<file path="src/rtl/ffha_pkg.sv">
// Package for the first-fit heap allocator: request and status codes, state encoding.
// No dependencies.
`timescale 1ns / 1ps
package ffha_pkg;
    localparam logic [1:0] REQ_ALLOC   = 2'd0;
    localparam logic [1:0] REQ_ZALLOC  = 2'd1;
    localparam logic [1:0] REQ_RELEASE = 2'd2;
    localparam logic [1:0] REQ_RESIZE  = 2'd3;

    localparam logic [1:0] ST_OK      = 2'd0;
    localparam logic [1:0] ST_NULL    = 2'd1;
    localparam logic [1:0] ST_NOSPACE = 2'd2;
    localparam logic [1:0] ST_UNKNOWN = 2'd3;

    localparam int ADDR_W = 16;
    localparam int SIZE_W = 24;
    localparam int PROD_W = 48;

    typedef enum logic [6:0] {
        S_IDLE   = 7'b0000001,
        S_MUL    = 7'b0000010,
        S_LOOK   = 7'b0000100,
        S_LOOKW  = 7'b0001000,
        S_SCAN   = 7'b0010000,
        S_SCANW  = 7'b0100000,
        S_OUT    = 7'b1000000
    } state_t;
endpackage

</file>
<file path="src/rtl/ffha_ram.sv">
// Generic single-port-write, single-port-read RAM with registered read data.
// No dependencies.
`timescale 1ns / 1ps
module ffha_ram #(
    parameter int WIDTH = 8,
    parameter int DEPTH = 64
) (
    input  logic                     aclk,
    input  logic                     we,
    input  logic [$clog2(DEPTH)-1:0] waddr,
    input  logic [WIDTH-1:0]         wdata,
    input  logic [$clog2(DEPTH)-1:0] raddr,
    output logic [WIDTH-1:0]         rdata
);
    logic [WIDTH-1:0] mem [DEPTH];
    always_ff @(posedge aclk) begin
        if (we) begin
            mem[waddr] <= wdata;
        end
        rdata <= mem[raddr];
    end
endmodule

</file>
<file path="src/rtl/first_fit_heap_allocator_core.sv">
// First-fit heap allocator core: one request in, one result item out.
// An allocate walks the chunk table entry by entry before raising m_tvalid; a zeroed
// allocate first forms size times count in the shift-add multiplier; a release or resize
// first walks for the handle, and a moving resize then walks the table again for a free
// chunk. Throughput: one item at a time, s_tready is low from acceptance until the edge
// that takes the result item. Reset (aresetn, synchronous) empties the table and sets
// the break past the sentinel header. Depends on ffha_pkg and ffha_ram.
`timescale 1ns / 1ps
module first_fit_heap_allocator_core #(
    parameter int MAX_CHUNKS   = 64,
    parameter int HEAP_BYTES   = 65536,
    parameter int HEADER_BYTES = 32,
    parameter int ALIGN_BYTES  = 8      // power of two
) (
    input  logic        aclk,
    input  logic        aresetn,
    input  logic        s_tvalid,
    output logic        s_tready,
    // from bit 0: req_type[1:0], size[23:0], count[23:0], handle[15:0], zero pad
    input  logic [71:0] s_tdata,
    output logic        m_tvalid,
    input  logic        m_tready,
    // from bit 0: status[1:0], address[15:0], zero_fill, move_needed, copy_from[15:0],
    // copy_len[15:0], zero pad
    output logic [55:0] m_tdata
);
    import ffha_pkg::*;

    localparam int IDX_W = $clog2(MAX_CHUNKS);
    localparam int CNT_W = $clog2(MAX_CHUNKS + 1);
    localparam int BRK_W = $clog2(HEAP_BYTES + 1) + 1;
    localparam int RQ_W  = 25;
    localparam int ENT_W = BRK_W + RQ_W + 1;
    // header size rounded up to the alignment
    localparam int HDR_R = ((HEADER_BYTES + ALIGN_BYTES - 1) / ALIGN_BYTES) * ALIGN_BYTES;

    state_t              state_reg, state_next;
    logic [CNT_W-1:0]    count_reg;
    logic [BRK_W-1:0]    brk_reg;
    logic [1:0]          type_reg;
    logic [PROD_W-1:0]   sz_reg;       // request size (product for zeroed allocate)
    logic [SIZE_W-1:0]   mcand_reg;
    logic [SIZE_W-1:0]   mplier_reg;
    logic [4:0]          mcnt_reg;
    logic [ADDR_W-1:0]   handle_reg;
    logic [CNT_W-1:0]    idx_reg;
    logic [IDX_W-1:0]    hit_reg;      // looked-up chunk
    logic [RQ_W-1:0]     old_rq_reg;
    logic                have_prev_reg;
    logic [BRK_W-1:0]    prev_off_reg;
    logic [RQ_W-1:0]     prev_rq_reg;
    logic                prev_free_reg;
    logic [IDX_W-1:0]    prev_idx_reg;
    logic [1:0]          st_reg;
    logic [ADDR_W-1:0]   addr_reg;
    logic                zf_reg, mv_reg;
    logic [ADDR_W-1:0]   from_reg, len_reg;
    logic                mvalid_reg;

    // RAM
    logic                we;
    logic [IDX_W-1:0]    waddr, raddr;
    logic [ENT_W-1:0]    wdata, rdata;
    logic [BRK_W-1:0]    r_off;
    logic [RQ_W-1:0]     r_rq;
    logic                r_free;
    assign {r_free, r_rq, r_off} = rdata;

    ffha_ram #(.WIDTH(ENT_W), .DEPTH(MAX_CHUNKS)) u_tab (
        .aclk(aclk), .we(we), .waddr(waddr), .wdata(wdata),
        .raddr(raddr), .rdata(rdata)
    );

    // rounding of the request; need is aligned, so the chunk total is need plus HDR_R
    logic [PROD_W+1:0] need, nb;
    always_comb begin
        need = ((PROD_W+2)'(sz_reg) + (PROD_W+2)'(ALIGN_BYTES - 1))
               & ~(PROD_W+2)'(ALIGN_BYTES - 1);
        nb = need + (PROD_W+2)'(HDR_R) + (PROD_W+2)'(brk_reg);
    end

    // capacity of the previously read entry, bounded by the current entry or the break
    logic [BRK_W-1:0]  end_off;
    logic [BRK_W:0]    cap;
    logic              fits, prev_is_hit;
    always_comb begin
        end_off = (idx_reg < count_reg) ? r_off : brk_reg;
        cap = {1'b0, end_off} - {1'b0, prev_off_reg} - (BRK_W+1)'(HEADER_BYTES);
        fits = ({{(PROD_W+1-BRK_W){1'b0}}, cap} >= need);
        prev_is_hit = (prev_off_reg + BRK_W'(HEADER_BYTES)) == BRK_W'(handle_reg);
    end

    logic [IDX_W-1:0] idx_lo;
    assign idx_lo = idx_reg[IDX_W-1:0];
    assign s_tready = (state_reg == S_IDLE) && !mvalid_reg;

    logic [1:0]        fin_st;
    logic [ADDR_W-1:0] fin_addr;
    logic              fin;
    logic              grant_ok;
    logic [ADDR_W-1:0] min_len;
    logic              moved;
    assign min_len = (sz_reg[RQ_W-1:0] < old_rq_reg) ? sz_reg[ADDR_W-1:0]
                                                      : old_rq_reg[ADDR_W-1:0];
    assign moved = (state_reg == S_LOOK) && (type_reg == REQ_RESIZE) && (handle_reg != '0);

    always_comb begin
        state_next = state_reg;
        we = 1'b0;
        waddr = idx_lo;
        wdata = '0;
        raddr = idx_lo;
        fin = 1'b0;
        fin_st = ST_OK;
        fin_addr = '0;
        grant_ok = 1'b0;
        case (state_reg)
            S_IDLE: begin
                raddr = '0;
                if (s_tvalid && s_tready) begin
                    if (s_tdata[1:0] == REQ_ZALLOC) begin
                        state_next = S_MUL;
                    end else if (s_tdata[1:0] == REQ_RELEASE ||
                                 (s_tdata[1:0] == REQ_RESIZE && s_tdata[65:50] != '0)) begin
                        state_next = S_LOOKW;
                    end else begin
                        state_next = S_SCANW;
                    end
                end
            end
            S_MUL: begin
                raddr = '0;
                if (mcnt_reg == 5'd23) begin
                    state_next = S_SCANW;
                end
            end
            S_LOOKW: begin
                // walk entries; entry idx-1 is in prev regs, RAM shows entry idx
                if (have_prev_reg && !prev_free_reg && prev_is_hit) begin
                    if (type_reg == REQ_RELEASE || sz_reg == '0) begin
                        we = 1'b1;
                        waddr = prev_idx_reg;
                        wdata = {1'b1, prev_rq_reg, prev_off_reg};
                        fin = 1'b1;
                        fin_st = (type_reg == REQ_RELEASE) ? ST_OK : ST_NULL;
                        state_next = S_OUT;
                    end else if ({{(PROD_W+1-BRK_W){1'b0}}, cap} >= {2'b0, sz_reg}) begin
                        we = 1'b1;
                        waddr = prev_idx_reg;
                        wdata = {1'b0, sz_reg[RQ_W-1:0], prev_off_reg};
                        fin = 1'b1;
                        fin_addr = handle_reg;
                        state_next = S_OUT;
                    end else begin
                        raddr = '0;
                        state_next = S_SCANW;
                    end
                end else if (idx_reg >= count_reg) begin
                    if (type_reg == REQ_RELEASE && handle_reg == '0) begin
                        fin = 1'b1;
                    end else begin
                        fin = 1'b1;
                        fin_st = ST_UNKNOWN;
                    end
                    state_next = S_OUT;
                end else begin
                    raddr = IDX_W'(idx_reg + 1'b1);
                end
            end
            S_SCANW: begin
                if (sz_reg == '0) begin
                    fin = 1'b1;
                    fin_st = ST_NULL;
                    state_next = S_OUT;
                end else if (have_prev_reg && prev_free_reg && fits) begin
                    we = 1'b1;
                    waddr = prev_idx_reg;
                    wdata = {1'b0, sz_reg[RQ_W-1:0], prev_off_reg};
                    grant_ok = 1'b1;
                    fin_addr = ADDR_W'(prev_off_reg + BRK_W'(HEADER_BYTES));
                    state_next = S_LOOK;
                end else if (idx_reg >= count_reg) begin
                    if (count_reg >= CNT_W'(MAX_CHUNKS) || nb > (PROD_W+2)'(HEAP_BYTES) ||
                        ({1'b0, brk_reg} + (BRK_W+1)'(HEADER_BYTES)) > (BRK_W+1)'(65535)) begin
                        fin = 1'b1;
                        fin_st = ST_NOSPACE;
                        state_next = S_OUT;
                    end else begin
                        we = 1'b1;
                        waddr = idx_lo;
                        wdata = {1'b0, sz_reg[RQ_W-1:0], brk_reg};
                        grant_ok = 1'b1;
                        fin_addr = ADDR_W'(brk_reg + BRK_W'(HEADER_BYTES));
                        state_next = S_LOOK;
                    end
                end else begin
                    raddr = IDX_W'(idx_reg + 1'b1);
                end
            end
            S_LOOK: begin
                // grant done; a moving resize frees the old chunk
                if (type_reg == REQ_RESIZE && handle_reg != '0) begin
                    we = 1'b1;
                    waddr = hit_reg;
                    wdata = {1'b1, old_rq_reg, prev_off_reg};
                end
                fin = 1'b1;
                fin_addr = addr_reg;
                state_next = S_OUT;
            end
            S_OUT: begin
                raddr = '0;
                state_next = S_IDLE;
            end
            default: state_next = S_IDLE;
        endcase
    end

    always_ff @(posedge aclk) begin
        if (!aresetn) begin
            state_reg <= S_IDLE;
            count_reg <= '0;
            brk_reg <= BRK_W'(HEADER_BYTES);
            mvalid_reg <= 1'b0;
            have_prev_reg <= 1'b0;
        end else begin
            state_reg <= state_next;
            if (fin) begin
                mvalid_reg <= 1'b1;
            end else if (mvalid_reg && m_tready) begin
                mvalid_reg <= 1'b0;
            end
            case (state_reg)
                S_IDLE: begin
                    type_reg <= s_tdata[1:0];
                    // clear the accumulator for the product of a zeroed allocate
                    sz_reg <= (s_tdata[1:0] == REQ_ZALLOC) ? '0 : PROD_W'(s_tdata[25:2]);
                    mcand_reg <= s_tdata[25:2];
                    mplier_reg <= s_tdata[49:26];
                    mcnt_reg <= '0;
                    handle_reg <= s_tdata[65:50];
                    idx_reg <= '0;
                    have_prev_reg <= 1'b0;
                end
                S_MUL: begin
                    // shift-add: one multiplier bit per cycle
                    if (mplier_reg[0]) begin
                        sz_reg <= sz_reg + (PROD_W'(mcand_reg) << mcnt_reg);
                    end
                    mplier_reg <= mplier_reg >> 1;
                    mcnt_reg <= mcnt_reg + 5'd1;
                end
                S_LOOKW, S_SCANW: begin
                    if (state_next == state_reg) begin
                        have_prev_reg <= 1'b1;
                        prev_off_reg <= r_off;
                        prev_rq_reg <= r_rq;
                        prev_free_reg <= r_free;
                        prev_idx_reg <= idx_lo;
                        idx_reg <= idx_reg + 1'b1;
                    end else if (state_reg == S_LOOKW && state_next == S_SCANW) begin
                        hit_reg <= prev_idx_reg;
                        old_rq_reg <= prev_rq_reg;
                        idx_reg <= '0;
                        have_prev_reg <= 1'b0;
                        sz_reg <= {{(PROD_W-RQ_W){1'b0}}, sz_reg[RQ_W-1:0]};
                        addr_reg <= '0;
                    end else if (grant_ok) begin
                        addr_reg <= fin_addr;
                        // restore old chunk's header offset for the release write
                        prev_off_reg <= BRK_W'(handle_reg) - BRK_W'(HEADER_BYTES);
                        if (idx_reg >= count_reg && !(have_prev_reg && prev_free_reg && fits)) begin
                            count_reg <= count_reg + 1'b1;
                            brk_reg <= BRK_W'(nb);
                        end
                    end
                end
                default: ;
            endcase
            if (fin) begin
                st_reg <= fin_st;
                addr_reg <= fin_addr;
                zf_reg <= (type_reg == REQ_ZALLOC) && (fin_st == ST_OK);
                mv_reg <= moved;
                from_reg <= moved ? handle_reg : '0;
                len_reg <= moved ? min_len : '0;
            end
        end
    end

    assign m_tvalid = mvalid_reg;
    assign m_tdata = {4'b0, len_reg, from_reg, mv_reg, zf_reg, addr_reg, st_reg};

    logic unused_ok;
    assign unused_ok = ^s_tdata[71:66];
endmodule

</file>
<file path="config.mk">
export PLATFORM = sky130hd
export DESIGN_NAME = first_fit_heap_allocator_core
export DESIGN_NICKNAME = d
export VERILOG_FILES = /design/src/rtl/ffha_pkg.sv /design/src/rtl/ffha_ram.sv /design/src/rtl/first_fit_heap_allocator_core.sv
export SDC_FILE = /design/constraint.sdc
export NUM_CORES = 2
export LEC_CHECK = 0
export ABC_AREA = 0
export BUFFER_PORTS_ARGS = -buffer_cell sky130_fd_sc_hd__buf_4
export CELL_PAD_IN_SITES_DETAIL_PLACEMENT = 1
export CELL_PAD_IN_SITES_GLOBAL_PLACEMENT = 2
export CORE_UTILIZATION = 40
export CTS_CLUSTER_SIZE = 40
export DETAILED_ROUTE_END_ITERATION = 10
export HOLD_SLACK_MARGIN = 0.12
export PLACE_DENSITY = 0.65
export SETUP_SLACK_MARGIN = 0.4
export SLEW_MARGIN = 15
export SYNTH_ARGS = -nofsm -noshare
export SYNTH_HDL_FRONTEND = slang
export SYNTH_HIERARCHICAL = 1
export SYNTH_SLANG_ARGS = --single-unit
</file>
<file path="constraint.sdc">
create_clock -name aclk -period 12.7 [get_ports aclk]
set_input_delay 0.635 -clock aclk [delete_from_list [all_inputs] [get_ports aclk]]
set_output_delay 0.635 -clock aclk [all_outputs]
set_load 0.02 [all_outputs]
</file>
==> results.toml <==
[power]
p_per_area_nw_per_um2 = 148
p_leak_nw = 54.4
power_w = 0.0224
peakVddDrop_uv = 109

[worst_setup_path]
cp-end-kind = "flop"
critPathMaxFanout = 23
cp.arrival_ps = 12160
cp_slowest_cell = "a2111oi_0"
required_ps = 13460
worstSetupPathType = "flop to flop"
slowest_delay_ps = 820
critPathLaunchType = "flop"

[logic_synthesis]
syn-instance-count = 7147
yosysSeqAreaShare_pct = 72.0
synth_edf_count = 3075
avgSynthCellArea_um2 = 18.2
async_reset_ff_share_pct = 0
yosysWarnings = 6
synth_ff_type = "edfxtp_1"
synth.cell_area_um2 = 130000
synthDistinctLibCells = 90
synth-seq-cells = 3150

[clock_tree]
clkTransAtPathRegs_ps = 60
cts_buffers = 339
clkLatencyLatePin_ps = 940
cts-root-buf = "clkbuf_16"
numClockSinks = 3150
htreeDepth = 5
clockBufferDepth = 4
cts_resized = 0
post-cts-setup-buffer-count = 0
cts_tree = "built"
cts_hold_buffers = 68

[route]
detail_route.wl_per_cell_um = 32.7
wirelength_um = 401000
dr.pass1.iters = 8
drtIter0Drc = 7113
remaining_drc_errors = 76
vias_per_cell = 5.88
vias = 72100
ant_nets = 0

[floorplan]
ios = 134
core-area_um2 = 324000
rows = 209
die_y_um = 573
die_x_um = 573
die-area_um2 = 328000
start_util_pct = 40.2

[cells_and_area]
syn2layout_area_growth_pct = 16.3
largest_reg_flops = 2816
fill_cells = 30100
final_cells = 12300
multi_input_area_um2 = 34800
ff_latch_area_um2 = 93800
drive_gt1_share_pct = 23.7
nets = 7938

[sta]
relSlewSlack_pct = 22.3
fin_hold_ws_ps = 300
rsz0062_at_grt = "no"
finalCritPeriodShare_pct = 89.7
finalSetupTns_ps = 0
fin_ws_ps = 1300
tightest_slew_ps = 1160
finalMaxSlewViolations = 0
post-route-min-period_ps = 11400
finalHoldViolCount = 0
finalClockSkew_ps = 61.9
setup_viol_count_final = 0
max_freq_mhz = 87.7

[global_routing]
grt_antenna_before_repair = 19
grt_pass1_wl_um = 567000
grt_usage_pct = 24.3
grt-ovfl-total = 0
grt_max_degree = 70
grt_pass1_vias = 75200

[status]
status = "finished, violations left"
violations = "DRC"

[place]
hpwl_um = 259000
dp_cells = 11600
place_congestion = 0.841
dpl_worst_slack_ps = 1460
portBuffers = 123

[hold_path]
hold_path.class = "primary input to flop"

[job]
drv_cap = 0
where the power goes:
part           internal [W]  switching [W]  total, W
sequential           0.0113      0.0000801    0.0114
combinational      0.000456       0.000731   0.00119
clock               0.00567        0.00413   0.00980
total                0.0174        0.00494    0.0224
area by class of cell:
| cell class | count | share of cell area (%) |
|---|---|---|
| antenna | 5 | 0.00826 |
| clock buffer | 433 | 6.02 |
| clock inverter | 174 | 1.16 |
| inverter | 176 | 0.436 |
| multi-input combinational | 3451 | 23.0 |
| sequential | 3150 | 62.0 |
| tap | 4325 | 3.57 |
| timing repair buffer | 556 | 3.86 |
layout by cell type, fill, tap and decap left out, types with 31 or more instances in the layout:
master         count
edfxtp_1        3075
mux4_2           696
buf_4            369
nand2_1          348
clkbuf_16        346
nor2_1           251
a21oi_1          236
ha_1             185
o21ai_0          180
inv_1            172
o22ai_1          128
buf_12           118
xnor2_1          111
mux2i_1          100
nand3_1           94
a221oi_1          83
a22oi_1           75
dfxtp_1           75
clkbuf_1          74
a22o_1            72
clkinv_1          69
nor2_4            69
dlygate4sd3_1     68
a21o_1            51
nor3_1            51
mux2_2            51
nand4_1           48
a211oi_1          46
xor2_1            46
clkinv_2          46
and2_1            38
nor4_1            37
nor2b_1           35
and3_1            32
nand2b_1          31
synthesized netlist by cell type (all sizes together), types with 32 or more instances:
cell	count	share of area (%)
xor2	46	0.31
nand2	349	1.0
clkbuf	200	0.58
buf	174	0.87
ha	185	1.8
mux4	696	12
dfxtp	75	1.2
mux2i	100	0.77
a22o	78	0.52
o22ai	128	0.61
xnor2	111	0.75
nor3	54	0.22
a22oi	75	0.43
mux2	51	0.44
a211oi	47	0.27
a221oi	83	0.56
o21ai	199	0.76
nand4	49	0.24
and3	32	0.15
edfxtp	3075	71
a21oi	242	0.93
a21o	69	0.40
and2	43	0.21
nor4	40	0.20
inv	173	0.50
nor2b	39	0.19
nand3	94	0.36
nor2	322	0.93
critical path: cells and delay by family (launching register included):
family	cells	cell delay, ps
AOI/OAI and AO/OA	22	5330
and+or+nand+nor	7	2140
buffers and inverters	7	1470
adders and majority gates	4	1070
DFF	1	560
muxes	1	420
xor gates and xnor gates	1	190
kinds of logic (layout without fill, tap and decap cells):
| logic type | count (synthesis) | after routing | synth area share (%) |
|---|---|---|---|
| AO/OA/AOI/OAI | 1102 | 1102 | 5.64 |
| other | 1 | 10 | 0.00288 |
| adder cells (fa/ha/maj) | 188 | 188 | 1.82 |
| flip-flops | 3150 | 3150 | 72.0 |
| AND/OR/NAND/NOR | 1152 | 1152 | 4.24 |
| buffers and inverters | 550 | 1339 | 1.96 |
| XOR/XNOR | 157 | 157 | 1.06 |
| multiplexers | 847 | 847 | 13.2 |
stage by stage:
| step | instance area, um2 | util, % |
|---|---|---|
| finish | 151000 | 46.7 |
| detailed placement | 140000 | 43.2 |
| CTS | 151000 | 46.7 |
| floorplan | 130000 | - |
| global placement | 140000 | 43.1 |
| global route | 151000 | 46.7 |
worst paths after layout:
kind	startpoint	to	slack, ps	cells after the start
max	idx_reg[0]	u_tab/rdata[9]	1300	42
min	s_tvalid	state_reg[0]	300	3
max reg2reg	idx_reg[0]	u_tab/rdata[9]	1300	42
min reg2reg	u_tab/rdata[38]	prev_rq_reg[20]	410	0
routing by layer:
metal	GRT usage (%)	wire length [um]	vias up
li1	-	-	30300
met3	3.34	23900	513
met4	5.75	9670	2
met2	41.2	199000	2280
met5	0	13	-
met1	33.2	169000	39100
(Power assumes the default switching activity.)
